## src/hdl/dtx_pkg.sv

```systemverilog
package dtx_pkg;

  // Shared multiplier operand width (signed), product is twice as wide
  localparam int MUL_W = 33;

  // Fixed-point constants
  localparam logic [25:0] LOG2_10_Q24 = 26'd55732705;
  localparam logic [30:0] LOG10_2_Q32 = 31'd1292913986;
  localparam logic [31:0] EPS_Q64     = 32'd1844674407;
  localparam logic [31:0] INV_WHITE_ONE = 32'd16777216;
  localparam int EXP_BITS = 20;
  localparam int LOG_BITS = 20;

  // Opcodes
  typedef enum logic [1:0] {
    OP_LOAD_NEG  = 2'd0,
    OP_LOAD_PRT  = 2'd1,
    OP_CONV_NEG  = 2'd2,
    OP_CONV_PRT  = 2'd3
  } opcode_t;

  // Register indexes
  typedef enum logic [2:0] {
    REG_NEG_ENTRIES   = 3'd0,
    REG_PRT_ENTRIES   = 3'd1,
    REG_NEG_BASELINE  = 3'd2,
    REG_PRT_BASELINE  = 3'd3,
    REG_NEG_INV_WHITE = 3'd4,
    REG_PRT_INV_WHITE = 3'd5
  } reg_idx_t;

  // Sequencer states
  typedef enum logic [4:0] {
    S_IDLE, S_RD, S_D0, S_D1, S_D2, S_D3, S_E0, S_E1, S_E2,
    S_XM, S_XW, S_T0, S_T1, S_T2,
    S_F0, S_F1, S_F2, S_NORM, S_LM, S_LW, S_L2, S_L3, S_DONE
  } state_t;

  // One spectral entry as stored
  typedef struct packed {
    logic [15:0] base;
    logic [15:0] mz;
    logic [15:0] my;
    logic [15:0] mx;
    logic [15:0] ey;
    logic [15:0] em;
    logic [15:0] ec;
  } tbl_entry_t;

  typedef logic [30:0] rt_tab_t [EXP_BITS];

  // Integer square root, elaboration use only
  function automatic logic [63:0] isqrt64(input logic [63:0] v);
    logic [63:0] r;
    logic [63:0] b;
    logic [63:0] vv;
    r  = '0;
    b  = 64'd1 << 62;
    vv = v;
    for (int j = 0; j < 32; j++) begin
      if (b > vv) b = b >> 2;
    end
    for (int j = 0; j < 32; j++) begin
      if (b != 0) begin
        if (vv >= r + b) begin
          vv = vv - (r + b);
          r  = (r >> 1) + b;
        end else begin
          r = r >> 1;
        end
        b = b >> 2;
      end
    end
    return r;
  endfunction

  // Roots 2^(2^-i) in Q1.30 for i = 1..20
  function automatic rt_tab_t rt_build();
    rt_tab_t t;
    logic [63:0] r;
    r = isqrt64(64'd1 << 61);
    t[0] = r[30:0];
    for (int c = 1; c < EXP_BITS; c++) begin
      r = isqrt64({33'd0, t[c-1]} << 30);
      t[c] = r[30:0];
    end
    return t;
  endfunction

  localparam rt_tab_t RT_TAB = rt_build();

endpackage

```

## src/hdl/dtx_mul.sv

```systemverilog
module dtx_mul (
  input  logic                                clk,
  input  logic signed [dtx_pkg::MUL_W-1:0]    a,
  input  logic signed [dtx_pkg::MUL_W-1:0]    b,
  output logic signed [2*dtx_pkg::MUL_W-1:0]  prod
);
  import dtx_pkg::*;

  // Registered signed product, shared by all multiplier steps of the sequencer
  always_ff @(posedge clk) begin
    prod <= a * b;
  end

endmodule

```

## config.mk

```make
export PLATFORM = sky130hd
export DESIGN_NAME = dtx_mul
export DESIGN_NICKNAME = d
export VERILOG_FILES = /design/src/hdl/dtx_pkg.sv /design/src/hdl/dtx_mul.sv
export SDC_FILE = /design/constraint.sdc
export NUM_CORES = 2
export LEC_CHECK = 0
export BUFFER_PORTS_ARGS = -buffer_cell sky130_fd_sc_hd__buf_2
export CORE_ASPECT_RATIO = 1.75
export CORE_MARGIN = 5
export CORE_UTILIZATION = 50
export CTS_CLUSTER_SIZE = 25
export DETAILED_ROUTE_END_ITERATION = 16
export PLACE_DENSITY = 0.66
export SETUP_SLACK_MARGIN = 0.4
export SLEW_MARGIN = 20
export SYNTH_ARGS = -nofsm -noshare
export SYNTH_HDL_FRONTEND = slang
export SYNTH_SLANG_ARGS = --single-unit
```

## constraint.sdc

```tcl
create_clock -name clk -period 10.5 [get_ports clk]
set_input_delay 0.525 -clock clk [delete_from_list [all_inputs] [get_ports clk]]
set_output_delay 0.525 -clock clk [all_outputs]
set_load 0.005 [all_outputs]
```

==> flow_summary.toml <==
[cts]
cts_resized = 0
cts_made_buffers = 9
cts_buffer_depth = 2
tritoncts = "built"
cts_max_level = 3
clock_sinks = 66
postCtsHoldBufs = 0
clk_pin_slew_ns = 0.09
cts_root_buf = "clkbuf_16"
cts_setup_buffers = 0

[finish]
top_regs = "prod (66)"
drive_gt1_frac = 0.04608
largest_register = "prod"
nets = 5699
multi_input_area_sq_um = 34320
largest_reg_flops = 66
fill_cells = 7522
area_delta_synth_final_pct = 3.836
ff_latch_area_sq_um = 1321

[die]
core-area_sq_um = 80810
die_h_um = 387.6
die_w_um = 225.8
io_pins = 133
rows = 138
die_area_sq_um = 87500
initial_core_util = 0.5041

[timing]
grt_setup_unrepaired = "false"
post-route-min-period_ns = 8.163
tns_ns = 0
worst_pin_slew_ns = 0.9506
hold_viol = 0
setup_viol = 0
relSlewSlack = 0.3663
max_freq_mhz = 122.5
slew_viol_final = 0
hold_slack_ns = 0.7339
finalCritPeriodShare = 0.7774

[critical_path]
cpMostUsedCell = "fa_1"
slowest_delay_ns = 0.72
worstPathCellList = "buf_2 > inv_1 > buf_4 > nor2_1 > fa_1 > fa_1 > fa_1 > fa_1 > fa_1 > fa_1 > fa_1 > inv_1 > fa_1 > inv_1 > ha_1 > nand3_1 > nor2_1 > nand2_1 > nor3_1 > o311ai_4 > nand3_2 > a211oi_1 > a311oi_1"
crit_start = "b[32]"
path_depth = 23
cp.required_ns = 10.75
end_kind = "register"
critPathLaunchType = "input port"
cp_max_fo = 21
cp_top_family = "adder cells"
critical-path-slowest-cell = "inv_1"
cp.arrival_ns = 8.42
worstPathBufferInverterCount = 5
critPathCapture = "prod[64]$_DFF_P_"
critPathKind = "input port to register"

[detailed_routing]
viasPerCell = 5.454
drt_iter0_drc = 1630
routedWlPerCell_um = 22.89
wirelength_mm = 122.2
first_pass_iters = 5
num_vias = 29112
postRouteAntennaNets = 0
drc = 0

[global_route]
grt_start_max_net_pins = 34
grt_usage = 0.2858
gr-total-overflow = 0
grt_pass1_vias = 32896
grt_antenna_before_repair = 10
grt_pass1_wl_mm = 187.1

[placement]
port_buffers = 132
dp.final_hpwl_mm = 103.1
gp_congestion = 0.9375

[yosys]
yosys_warnings = 0
ys_async_sr_fraction = 0
synthFlopType = "dfxtp_1"
ys_ff_latch = 66
netlist_instances = 4338
ys_types = 80
synth_fp_nets = 5767
syn_area_sq_um = 40730
synth.avg_cell_area_sq_um = 9.390
synth-seq-area-share = 0.03244
synth_edf_count = 0

[run_status]
status = "finished, final reports clean"

[run]
cap_violations = 0

[min_path]
min_path_type = "input port to register"
per-layer routing:
layer,global-route usage,part of all wire,vias to the layer above
li1,-,-,12197
met1,0.2660,0.28,15424
met2,0.5300,0.56,988
met3,0.02331,0.033,501
met4,0.2744,0.13,2
met5,0,0.00011,-
cell usage in the layout (no fill, tap or decap), drive strengths merged, types with 38 or more instances in the layout:
cell type	instances
fa	1145
inv	1133
and2	563
nand2	551
ha	217
buf	142
nor2	68
dfxtp	66
a21oi	61
xnor2	43
a21o	38
cells in the mapped netlist, types with 3 or more instances:
library cell | n | share of area
fa_1 | 1145 | 0.56
inv_1 | 1131 | 0.10
and2_1 | 562 | 0.086
nand2_1 | 551 | 0.051
ha_1 | 217 | 0.067
clkbuf_1 | 208 | 0.019
nor2_1 | 68 | 0.0063
dfxtp_1 | 66 | 0.032
a21oi_1 | 57 | 0.0070
xnor2_1 | 43 | 0.0092
a21o_1 | 36 | 0.0066
nand3_1 | 25 | 0.0031
o21ai_0 | 25 | 0.0031
xor2_1 | 25 | 0.0054
nand2b_1 | 12 | 0.0018
buf_2 | 11 | 0.0014
nand4_1 | 11 | 0.0017
o21bai_1 | 11 | 0.0020
a31oi_1 | 8 | 0.0012
a211oi_1 | 7 | 0.0013
nor3_1 | 7 | 0.00086
a211o_1 | 6 | 0.0013
o21a_1 | 6 | 0.0011
o21ai_1 | 6 | 0.00074
and3_1 | 5 | 0.00077
and4_1 | 5 | 0.0011
nor2b_1 | 5 | 0.00077
o211ai_1 | 4 | 0.00074
a211oi_2 | 3 | 0.00092
a21oi_2 | 3 | 0.00065
o31ai_4 | 3 | 0.0016
or2_2 | 3 | 0.00046
or3_1 | 3 | 0.00046
cell type report:
cell class	instances	area share
Multi-Input combinational cell	2920	0.8114
Timing Repair Buffer	142	0.01739
Clock buffer	9	0.005325
Clock inverter	7	0.002396
Tap cell	1050	0.03106
Antenna cell	13	0.0007691
Sequential cell	66	0.03124
Inverter	1131	0.1004
stage by stage:
step	area, sq um	worst slack, ns	util	instances
after floorplan	40730	2.739	-	4338
after global placement	41930	1.880	0.5189	5309
after detailed placement	41930	1.862	0.5189	5309
after CTS	42260	2.211	0.5230	5325
after global routing	42280	1.904	0.5232	5331
final	42300	2.337	0.5234	5338
worst min path at each step:
stage / startpoint / endpoint / slack [ns] / cells after the start
after floorplan: a[0] / prod[0]$_DFF_P_ / 0.65 / 1
after global placement: prod[45]$_DFF_P_ / prod[45] / 0.90 / 1
after detailed placement: prod[0]$_DFF_P_ / prod[0] / 0.90 / 1
after CTS: b[0] / prod[0]$_DFF_P_ / 0.72 / 2
after global routing: b[0] / prod[0]$_DFF_P_ / 0.76 / 2
final: b[0] / prod[0]$_DFF_P_ / 0.73 / 2
kinds of logic (layout without fill, tap and decap cells):
kind of cell / after synthesis / in the layout / share of synthesized area
adders and majority gates: 1362 / 1362 / 0.6294
AOI/OAI and AO/OA: 219 / 219 / 0.04067
buffers and inverters: 1352 / 1289 / 0.1251
other: 0 / 13 / 0
DFF: 66 / 66 / 0.03244
and+or+nand+nor: 1271 / 1271 / 0.1578
xor gates and xnor gates: 68 / 68 / 0.01462
Power is not shown: default switching activity piles up to over one toggle a cycle in this logic, so the estimate is an artifact.
